==> config.mk <==
export PLATFORM = sky130hd
export DESIGN_NAME = dense_matrix_multiply_unit_flat
export DESIGN_NICKNAME = d
export VERILOG_FILES = /design/src/hdl/dmm_pkg.sv /design/src/hdl/dmm_if.sv /design/src/hdl/dense_matrix_multiply_unit.sv /design/src/flat_wrapper.sv
export SDC_FILE = /design/constraint.sdc
export NUM_CORES = 2
export LEC_CHECK = 0
export BUFFER_PORTS_ARGS = -buffer_cell sky130_fd_sc_hd__buf_2
export CAP_MARGIN = 20
export CORE_MARGIN = 1
export CORE_UTILIZATION = 35
export DETAILED_ROUTE_END_ITERATION = 10
export SYNTH_ARGS = -nofsm -noshare
export SYNTH_HDL_FRONTEND = slang
export SYNTH_SLANG_ARGS = --single-unit
==> constraint.sdc <==
create_clock -name clk -period 6.65 [get_ports clk]
set_input_delay 0.9975 -clock clk [delete_from_list [all_inputs] [get_ports clk]]
set_output_delay 0.9975 -clock clk [all_outputs]
set_load 0.005 [all_outputs]
==> src/hdl/dmm_pkg.sv <==
`timescale 1ns / 1ps
// ----------------------------------------------------------------------------
// dmm_pkg: shared types and constants of the dense matrix multiply unit
// Sizes of the element, product and accumulator words, the configuration
// register indexes and the size clamp that every size register goes through.
// ----------------------------------------------------------------------------
package dmm_pkg;

	localparam int MAX_DIM   = 8;
	localparam int ELEM_BITS = 16;

	localparam int DIM_W   = $clog2(MAX_DIM + 1);        // holds 1..MAX_DIM
	localparam int IDX_W   = (MAX_DIM > 1) ? $clog2(MAX_DIM) : 1;
	localparam int DEPTH   = MAX_DIM * MAX_DIM;
	localparam int ADDR_W  = (DEPTH > 1) ? $clog2(DEPTH) : 1;
	localparam int CNT_W   = $clog2(2 * DEPTH);           // load position
	localparam int TOT_W   = $clog2(2 * DEPTH + 1);       // na + nb
	localparam int PROD_W  = 2 * ELEM_BITS;
	localparam int ACC_W   = 35;

	localparam int CFG_IDX_W  = 2;
	localparam int CFG_DATA_W = 4;

	typedef logic [CFG_IDX_W-1:0] cfg_idx_t;

	localparam cfg_idx_t REG_ROWS_A    = 2'd0;
	localparam cfg_idx_t REG_INNER_LEN = 2'd1;
	localparam cfg_idx_t REG_COLS_B    = 2'd2;

	typedef logic signed [ELEM_BITS-1:0] elem_t;
	typedef logic signed [ACC_W-1:0]     acc_t;
	typedef logic [DIM_W-1:0]            dim_t;
	typedef logic [IDX_W-1:0]            idx_t;
	typedef logic [ADDR_W-1:0]           addr_t;

	// Clamp a size register: zero reads as one, anything above MAX_DIM saturates
	function automatic dim_t dim_sat(input logic [CFG_DATA_W-1:0] raw);
		dim_t res;
		if (raw == '0) begin
			res = DIM_W'(1);
		end else if (32'(raw) > MAX_DIM) begin
			res = DIM_W'(MAX_DIM);
		end else begin
			res = DIM_W'(raw);
		end
		return res;
	endfunction

endpackage

==> src/hdl/dmm_if.sv <==
`timescale 1ns / 1ps
// ----------------------------------------------------------------------------
// dmm_in_if / dmm_out_if: valid/ready channels of the matrix multiply unit
// The input channel carries one matrix element a beat, the output channel
// one element of the result with its row, column and last mark.
// ----------------------------------------------------------------------------
interface dmm_in_if import dmm_pkg::*; ();
	logic  valid;
	logic  ready;
	elem_t element;

	modport source (output valid, output element, input ready);
	modport sink   (input valid, input element, output ready);
endinterface

interface dmm_out_if import dmm_pkg::*; ();
	logic  valid;
	logic  ready;
	acc_t  product_value;
	idx_t  out_row;
	idx_t  out_col;
	logic  last_element;

	modport source (output valid, output product_value, output out_row, output out_col,
		output last_element, input ready);
	modport sink   (input valid, input product_value, input out_row, input out_col,
		input last_element, output ready);
endinterface

==> src/hdl/dense_matrix_multiply_unit.sv <==
`timescale 1ns / 1ps
// ----------------------------------------------------------------------------
// dense_matrix_multiply_unit: C = A x B over signed Q8.8 elements
// Loads A then B in row-major order into two element memories, then walks
// every result element with one shared multiplier and accumulator.
// ----------------------------------------------------------------------------
//  channel   dir  handshake          payload
//  in_ch     in   valid/ready        element (16b signed Q8.8)
//  out_ch    out  valid/ready        product_value (35b Q19.16), out_row, out_col,
//                                    last_element
//  config    in   wr_en              wr_index (2b), wr_data (4b)
//
//  Loading takes one cycle per element beat; ready stays high throughout.
//  Each result element then passes through the multiply-add loop: the issue of
//  its inner_len products, one memory read and one multiply per cycle, then a
//  drain through the read registers and the product register, plus the output beat.
//  Reset clears the load position and sizes (8 x 8 x 8); no memory clearing.
//  A stalled output holds the loop; no input is taken until the last result goes.
// ----------------------------------------------------------------------------
module dense_matrix_multiply_unit import dmm_pkg::*; (
	input  logic                  clk,
	input  logic                  arst_n,
	dmm_in_if.sink                in_ch,
	dmm_out_if.source             out_ch,
	input  logic                  wr_en,
	input  logic [CFG_IDX_W-1:0]  wr_index,
	input  logic [CFG_DATA_W-1:0] wr_data
);

	localparam logic [1:0] ST_LOAD = 2'd0;
	localparam logic [1:0] ST_MAC  = 2'd1;
	localparam logic [1:0] ST_WAIT = 2'd2;
	localparam logic [1:0] ST_OUT  = 2'd3;

	logic [1:0]       state_q;
	dim_t             m_q, k_q, n_q;
	logic [CNT_W-1:0] load_cnt_q;
	idx_t             i_q, j_q, t_q;
	addr_t            a_base_q, a_addr_q, b_addr_q;

	elem_t            a_mem [DEPTH];
	elem_t            b_mem [DEPTH];
	elem_t            a_rd_s1, b_rd_s1;
	logic             vld_s1, last_s1;
	logic signed [PROD_W-1:0] prod_s2;
	logic             vld_s2, last_s2;
	acc_t             acc_q, acc_sum;

	logic             out_valid_q, out_last_q;
	acc_t             out_value_q;
	idx_t             out_row_q, out_col_q;

	logic [TOT_W-1:0] na, nb, total;
	logic [TOT_W-1:0] pos_next;
	logic             in_beat, out_beat, a_we, b_we;
	addr_t            b_waddr;
	idx_t             m_last, k_last, n_last;
	logic             iss_vld, iss_last;

	// Sizes and load split
	assign na       = TOT_W'(m_q * k_q);
	assign nb       = TOT_W'(k_q * n_q);
	assign total    = na + nb;
	assign pos_next = TOT_W'(load_cnt_q) + TOT_W'(1);
	assign m_last   = IDX_W'(m_q - DIM_W'(1));
	assign k_last   = IDX_W'(k_q - DIM_W'(1));
	assign n_last   = IDX_W'(n_q - DIM_W'(1));

	assign in_ch.ready = (state_q == ST_LOAD);
	assign in_beat     = in_ch.valid && in_ch.ready;
	assign out_beat    = out_valid_q && out_ch.ready;
	assign a_we        = in_beat && (TOT_W'(load_cnt_q) < na);
	assign b_we        = in_beat && !(TOT_W'(load_cnt_q) < na);
	assign b_waddr     = ADDR_W'(TOT_W'(load_cnt_q) - na);

	assign iss_vld  = (state_q == ST_MAC);
	assign iss_last = (t_q == k_last);
	assign acc_sum  = acc_q + ACC_W'(prod_s2);

	// Element memories: write on load beats, registered read for the loop
	always_ff @(posedge clk) begin
		if (a_we) begin
			a_mem[ADDR_W'(load_cnt_q)] <= in_ch.element;
		end
		if (b_we) begin
			b_mem[b_waddr] <= in_ch.element;
		end
		a_rd_s1 <= a_mem[a_addr_q];
		b_rd_s1 <= b_mem[b_addr_q];
	end

	// Multiply stage
	always_ff @(posedge clk) begin
		prod_s2 <= a_rd_s1 * b_rd_s1;
	end

	// Pipeline tags
	always_ff @(posedge clk or negedge arst_n) begin
		if (!arst_n) begin
			vld_s1  <= 1'b0;
			last_s1 <= 1'b0;
			vld_s2  <= 1'b0;
			last_s2 <= 1'b0;
		end else begin
			vld_s1  <= iss_vld;
			last_s1 <= iss_vld && iss_last;
			vld_s2  <= vld_s1;
			last_s2 <= last_s1;
		end
	end

	// Sequencer: load, issue the multiply-adds, drain, hand out the result
	always_ff @(posedge clk or negedge arst_n) begin
		if (!arst_n) begin
			state_q     <= ST_LOAD;
			m_q         <= DIM_W'(MAX_DIM);
			k_q         <= DIM_W'(MAX_DIM);
			n_q         <= DIM_W'(MAX_DIM);
			load_cnt_q  <= '0;
			i_q         <= '0;
			j_q         <= '0;
			t_q         <= '0;
			a_base_q    <= '0;
			a_addr_q    <= '0;
			b_addr_q    <= '0;
			acc_q       <= '0;
			out_valid_q <= 1'b0;
		end else begin
			// Size writes restart the load
			if (wr_en) begin
				case (wr_index)
					REG_ROWS_A: begin
						m_q        <= dim_sat(wr_data);
						load_cnt_q <= '0;
					end
					REG_INNER_LEN: begin
						k_q        <= dim_sat(wr_data);
						load_cnt_q <= '0;
					end
					REG_COLS_B: begin
						n_q        <= dim_sat(wr_data);
						load_cnt_q <= '0;
					end
					default: ;
				endcase
			end

			// Accumulate products as they leave the multiplier
			if (vld_s2) begin
				acc_q <= acc_sum;
			end

			case (state_q)
				ST_LOAD: begin
					if (in_beat) begin
						if (pos_next == total) begin
							load_cnt_q <= '0;
							state_q    <= ST_MAC;
							i_q        <= '0;
							j_q        <= '0;
							t_q        <= '0;
							a_base_q   <= '0;
							a_addr_q   <= '0;
							b_addr_q   <= '0;
							acc_q      <= '0;
						end else begin
							load_cnt_q <= CNT_W'(pos_next);
						end
					end
				end
				ST_MAC: begin
					t_q      <= t_q + IDX_W'(1);
					a_addr_q <= a_addr_q + ADDR_W'(1);
					b_addr_q <= b_addr_q + ADDR_W'(n_q);
					if (iss_last) begin
						state_q <= ST_WAIT;
					end
				end
				ST_WAIT: begin
					if (vld_s2 && last_s2) begin
						out_value_q <= acc_sum;
						out_row_q   <= i_q;
						out_col_q   <= j_q;
						out_last_q  <= (i_q == m_last) && (j_q == n_last);
						out_valid_q <= 1'b1;
						state_q     <= ST_OUT;
					end
				end
				ST_OUT: begin
					if (out_beat) begin
						out_valid_q <= 1'b0;
						acc_q       <= '0;
						t_q         <= '0;
						if (out_last_q) begin
							state_q <= ST_LOAD;
						end else if (j_q == n_last) begin
							state_q  <= ST_MAC;
							i_q      <= i_q + IDX_W'(1);
							j_q      <= '0;
							a_base_q <= a_base_q + ADDR_W'(k_q);
							a_addr_q <= a_base_q + ADDR_W'(k_q);
							b_addr_q <= '0;
						end else begin
							state_q  <= ST_MAC;
							j_q      <= j_q + IDX_W'(1);
							a_addr_q <= a_base_q;
							b_addr_q <= ADDR_W'(j_q) + ADDR_W'(1);
						end
					end
				end
				default: begin
					state_q <= ST_LOAD;
				end
			endcase
		end
	end

	// Drive the output channel
	assign out_ch.valid         = out_valid_q;
	assign out_ch.product_value = out_value_q;
	assign out_ch.out_row       = out_row_q;
	assign out_ch.out_col       = out_col_q;
	assign out_ch.last_element  = out_last_q;

	// Checks
	a_no_load_while_out: assert property (@(posedge clk) disable iff (!arst_n)
		in_ch.ready |-> !out_ch.valid)
		else $error("input taken while a result is pending");

	a_out_only_in_out: assert property (@(posedge clk) disable iff (!arst_n)
		out_ch.valid |-> (state_q == ST_OUT))
		else $error("result shown outside the output state");

	a_products_only_in_loop: assert property (@(posedge clk) disable iff (!arst_n)
		vld_s2 |-> (state_q == ST_MAC || state_q == ST_WAIT))
		else $error("product arrived outside the multiply loop");

	a_last_at_corner: assert property (@(posedge clk) disable iff (!arst_n)
		(out_ch.valid && out_ch.last_element) |->
		(out_ch.out_row == m_last && out_ch.out_col == n_last))
		else $error("last mark away from the final element");

	a_load_in_range: assert property (@(posedge clk) disable iff (!arst_n)
		(state_q == ST_LOAD) |-> (TOT_W'(load_cnt_q) < total))
		else $error("load position beyond the two matrices");

endmodule

==> src/flat_wrapper.sv <==
// flat-port wrapper written by rule: the top's interface ports become plain ports
module dense_matrix_multiply_unit_flat import dmm_pkg::*;
  (clk, arst_n, wr_en, wr_index, wr_data, in_ch_valid, in_ch_element, in_ch_ready, out_ch_valid, out_ch_product_value, out_ch_out_row, out_ch_out_col, out_ch_last_element, out_ch_ready);
  dmm_in_if in_ch_i ();
  dmm_out_if out_ch_i ();
  input  logic clk;
  input  logic arst_n;
  input  logic wr_en;
  input  logic [CFG_IDX_W-1:0] wr_index;
  input  logic [CFG_DATA_W-1:0] wr_data;
  input wire logic [$bits(in_ch_i.valid)-1:0] in_ch_valid;
  input wire logic [$bits(in_ch_i.element)-1:0] in_ch_element;
  output wire logic [$bits(in_ch_i.ready)-1:0] in_ch_ready;
  output wire logic [$bits(out_ch_i.valid)-1:0] out_ch_valid;
  output wire logic [$bits(out_ch_i.product_value)-1:0] out_ch_product_value;
  output wire logic [$bits(out_ch_i.out_row)-1:0] out_ch_out_row;
  output wire logic [$bits(out_ch_i.out_col)-1:0] out_ch_out_col;
  output wire logic [$bits(out_ch_i.last_element)-1:0] out_ch_last_element;
  input wire logic [$bits(out_ch_i.ready)-1:0] out_ch_ready;
  assign in_ch_i.valid = in_ch_valid;
  assign in_ch_i.element = in_ch_element;
  assign in_ch_ready = in_ch_i.ready;
  assign out_ch_valid = out_ch_i.valid;
  assign out_ch_product_value = out_ch_i.product_value;
  assign out_ch_out_row = out_ch_i.out_row;
  assign out_ch_out_col = out_ch_i.out_col;
  assign out_ch_last_element = out_ch_i.last_element;
  assign out_ch_i.ready = out_ch_ready;
  dense_matrix_multiply_unit u_core (.clk(clk), .arst_n(arst_n), .in_ch(in_ch_i), .out_ch(out_ch_i), .wr_en(wr_en), .wr_index(wr_index), .wr_data(wr_data));
endmodule
==> flow_metrics.tcl <==
set metrics [dict create \
    antenna_found_initial 10 \
    critical_path.startpoint_type "register" \
    fin_crit_ns 6.29 \
    die_height_um 532 \
    critical_path.max_stage_delay_ns 0.56 \
    postSynthRegisterBits 2242 \
    proportion_of_layout_cells_with_a_drive_suffix_above_1_pct 23.1 \
    slew-limit-headroom_pct 19.2 \
    yosys.area.top_type "sky130_fd_sc_hd__edfxtp_1" \
    grt_start_max_net_pins 133 \
    timing.fmax_mhz 159 \
    seq_area_frac_synth_pct 67.5 \
    detail_route.drc_violations 0 \
    final.setup.worst_slack_ns 0.362 \
    timing.clock.skew_ns 0.0544 \
    total_cts_buffers 227 \
    synth-warning-count 0 \
    flow.area_growth_from_synthesis_pct 13.4 \
    synth_edf_count 2090 \
    floorplan.die.width_um 532 \
    cp-end-kind "register" \
    overflow 0 \
    setup-tns-final_ns 0 \
    synthTopCellsByArea "sky130_fd_sc_hd__edfxtp_1 64%, sky130_fd_sc_hd__mux4_2 15%, sky130_fd_sc_hd__fa_1 5.7%" \
    global_route_wire_length_before_repair_um 347000 \
    critPathSlowestCell "sky130_fd_sc_hd__dfxtp_1" \
    fillerInstances 24865 \
    port-buffer-count 70 \
    gp_routability_congestion 0.832 \
    wl_met2_um 112000 \
    groute.usage.overall_pct 16.5 \
    first_global_vias 49602 \
    htreeDepth 4 \
    vias 48535 \
    max_cap_violations 0 \
    critical_path_buf_inv_count 5 \
    cts-hold-fix-buffers 0 \
    worst_setup_hold_path_clk_slew_ns 0.06 \
    final_max_slew_viol_count 0 \
    post-synth-top-count-cell "sky130_fd_sc_hd__edfxtp_1" \
    cts.sinks 2242 \
    hold_viol 0 \
    met1Wirelength_um 105000 \
    detailedRoute.firstIterationViolations 4833 \
    routed-wl-met3_um 14600 \
    synthesis.nets 5624 \
    worstPathMaxFanout 10 \
    finish.net_count 5916 \
    highest_metal_layer_with_signal_wires "met5" \
    worst_pin_slew_ns 1.21 \
    postSynth.asyncResetShare_pct 3.93 \
    path_cells "nand2_1 > fa_1 > inv_1 > fa_1 > inv_1 > fa_1 > inv_1 > fa_1 > fa_1 > inv_1 > fa_1 > inv_1 > ha_1 > a211oi_1 > nand2_1 > o221ai_1 > a31oi_1 > o41a_1 > a21oi_1 > o21bai_1 > a21oi_1 > xnor2_1" \
    worst_path_dominant_cell_family "adder cells" \
    period_share_pct 94.6 \
    synth_cells 5148 \
    vias_per_cell 5.19 \
    detailedPlace.worstSlack_ns 0.382 \
    synth_top_cells_by_count "2,090 x sky130_fd_sc_hd__edfxtp_1, 672 x sky130_fd_sc_hd__mux4_2, 366 x sky130_fd_sc_hd__inv_1" \
    clock-root-buffer "sky130_fd_sc_hd__clkbuf_16" \
    first_pass_iters 8 \
    hpwl_um 146000 \
    boundaryPins 71 \
    run_status "complete, no violations" \
    synth_top_area_share_pct 64.0 \
    worst_path_most_repeated_cell "sky130_fd_sc_hd__fa_1" \
    path_class "register to register" \
    postRouteAntennaNets 0 \
    num_rows 194 \
    critPathArrivalTime_ns 7.07 \
    initial_utilization_pct 35.2 \
    die_area_mm2 0.283 \
    yosys.cell_types.count 71 \
    syn_area_per_cell_um2 19.1 \
    tritoncts "yes" \
    fp.coreArea_mm2 0.279 \
    routed_wirelength_um 236000 \
    syn-cell-area_mm2 0.0981 \
    routedWlPerCell_um 25.2 \
    grt_setup_unrepaired "false" \
    max-clock-path-buffers 4 \
    clk_latency_ns 0.87 \
    synth_ff_type "sky130_fd_sc_hd__edfxtp_1" \
    crit_required_ns 7.43 \
    setup_viol_count_final 0 \
    worstHoldPathType "input pin to asynchronous set/reset pin" \
]
-- cells by family (layout without fill, tap and decap cells) --
logic type	count (synthesis)	count (layout)	synth area share (%)
other	0	6	0
adders and majority gates	449	449	7.86
xor gates and xnor gates	112	112	1.04
muxes	712	712	15.8
AOI/OAI and AO/OA	295	295	1.90
DFF	2242	2242	67.5
and+or+nand+nor	750	750	3.58
buffers and inverters	588	1060	2.26
-- sequential cells by signal, summed over array words and instances, names as in the netlist, 6 cells and up --
| signal | cells |
|---|---|
| u_core.out_ch.product_value | 35 |
| u_core.load_cnt_q | 7 |
| u_core.a_base_q | 6 |
| u_core.a_addr_q | 6 |
| u_core.b_mem | 1024 |
| u_core.b_rd_s1 | 16 |
| u_core.b_addr_q | 6 |
| u_core.acc_q | 35 |
| u_core.a_mem | 1024 |
| u_core.prod_s2 | 32 |
| u_core.a_rd_s1 | 16 |
-- stage by stage --
step	instance area [um^2]	instances	util (%)	hold slack, ns
after global routing	111000	9345	39.9	0.0922
after detailed placement	104000	8934	37.3	0.335
after CTS	111000	9343	39.8	0.0499
final	111000	9350	39.9	0.102
after floorplan	98100	5148	-	0.331
after global placement	104000	8934	37.3	0.332
-- what timing repair did --
item                       4_1_cts  5_1_grt
resized for setup                0        1
setup endpoints to repair        0        3
buffers inserted                 0        0
-- cells in the final DEF, fill, tap and decap left out, drive strengths merged, types with 7 or more instances in the layout --
cell / netlist / routed
and2: 142 / 142
xnor2: 74 / 74
fa: 279 / 279
o21ai: 72 / 72
a21oi: 81 / 81
nor2b: 17 / 17
o21a: 10 / 10
o21bai: 17 / 17
mux2: 13 / 13
a31oi: 18 / 18
ha: 170 / 170
mux4: 672 / 672
clkinv: 1 / 92
dfrtp: 85 / 85
xor2: 35 / 35
mux2i: 27 / 27
inv: 366 / 372
nor2: 234 / 234
buf: 66 / 284
edfxtp: 2090 / 2090
bufinv: 0 / 19
nand2: 226 / 226
clkinvlp: 0 / 7
nor3: 20 / 20
clkbuf: 155 / 286
nand2b: 15 / 15
and3: 9 / 9
nand3: 38 / 38
dfxtp: 64 / 64
a211oi: 11 / 11
nand4: 12 / 12
a21o: 47 / 47
-- metal layers --
| metal | global-route usage [%] | vias up |
|---|---|---|
| li1 | - | 20614 |
| met1 | 24.2 | 26142 |
| met2 | 26.3 | 1495 |
| met3 | 2.22 | 282 |
| met4 | 3.55 | 2 |
| met5 | 0 | - |
-- path summary, 6_finish.rpt --
check                                  start            endpoint  slack, ns  cells past startpoint
setup / recovery           u_core.a_rd_s1[6]  u_core.prod_s2[27]       0.36                     22
hold / removal                        arst_n    u_core.acc_q[20]       0.10                      1
setup reg to reg           u_core.a_rd_s1[6]  u_core.prod_s2[27]       0.36                     22
hold reg to reg               u_core.last_s1      u_core.last_s2       0.35                      0
max in group asynchronous             arst_n  u_core.b_addr_q[3]       5.27                      2
min in group clk              u_core.last_s1      u_core.last_s2       0.35                      0
-- cell type report --
| type | instances | area (um^2) | share of cell area, % |
|---|---|---|---|
| Antenna cell | 6 | 15.0 | 0.0135 |
| Multi-Input combinational cell | 2318 | 29700 | 26.7 |
| Inverter | 367 | 1380 | 1.24 |
| Timing Repair Buffer | 284 | 2150 | 1.93 |
| Sequential cell | 2242 | 66300 | 59.6 |
| Clock buffer | 286 | 5940 | 5.34 |
| Clock inverter | 123 | 1150 | 1.03 |
| Tap cell | 3724 | 4660 | 4.19 |
Power is not shown: default switching activity piles up to over one toggle a cycle in this logic, so the estimate is an artifact.
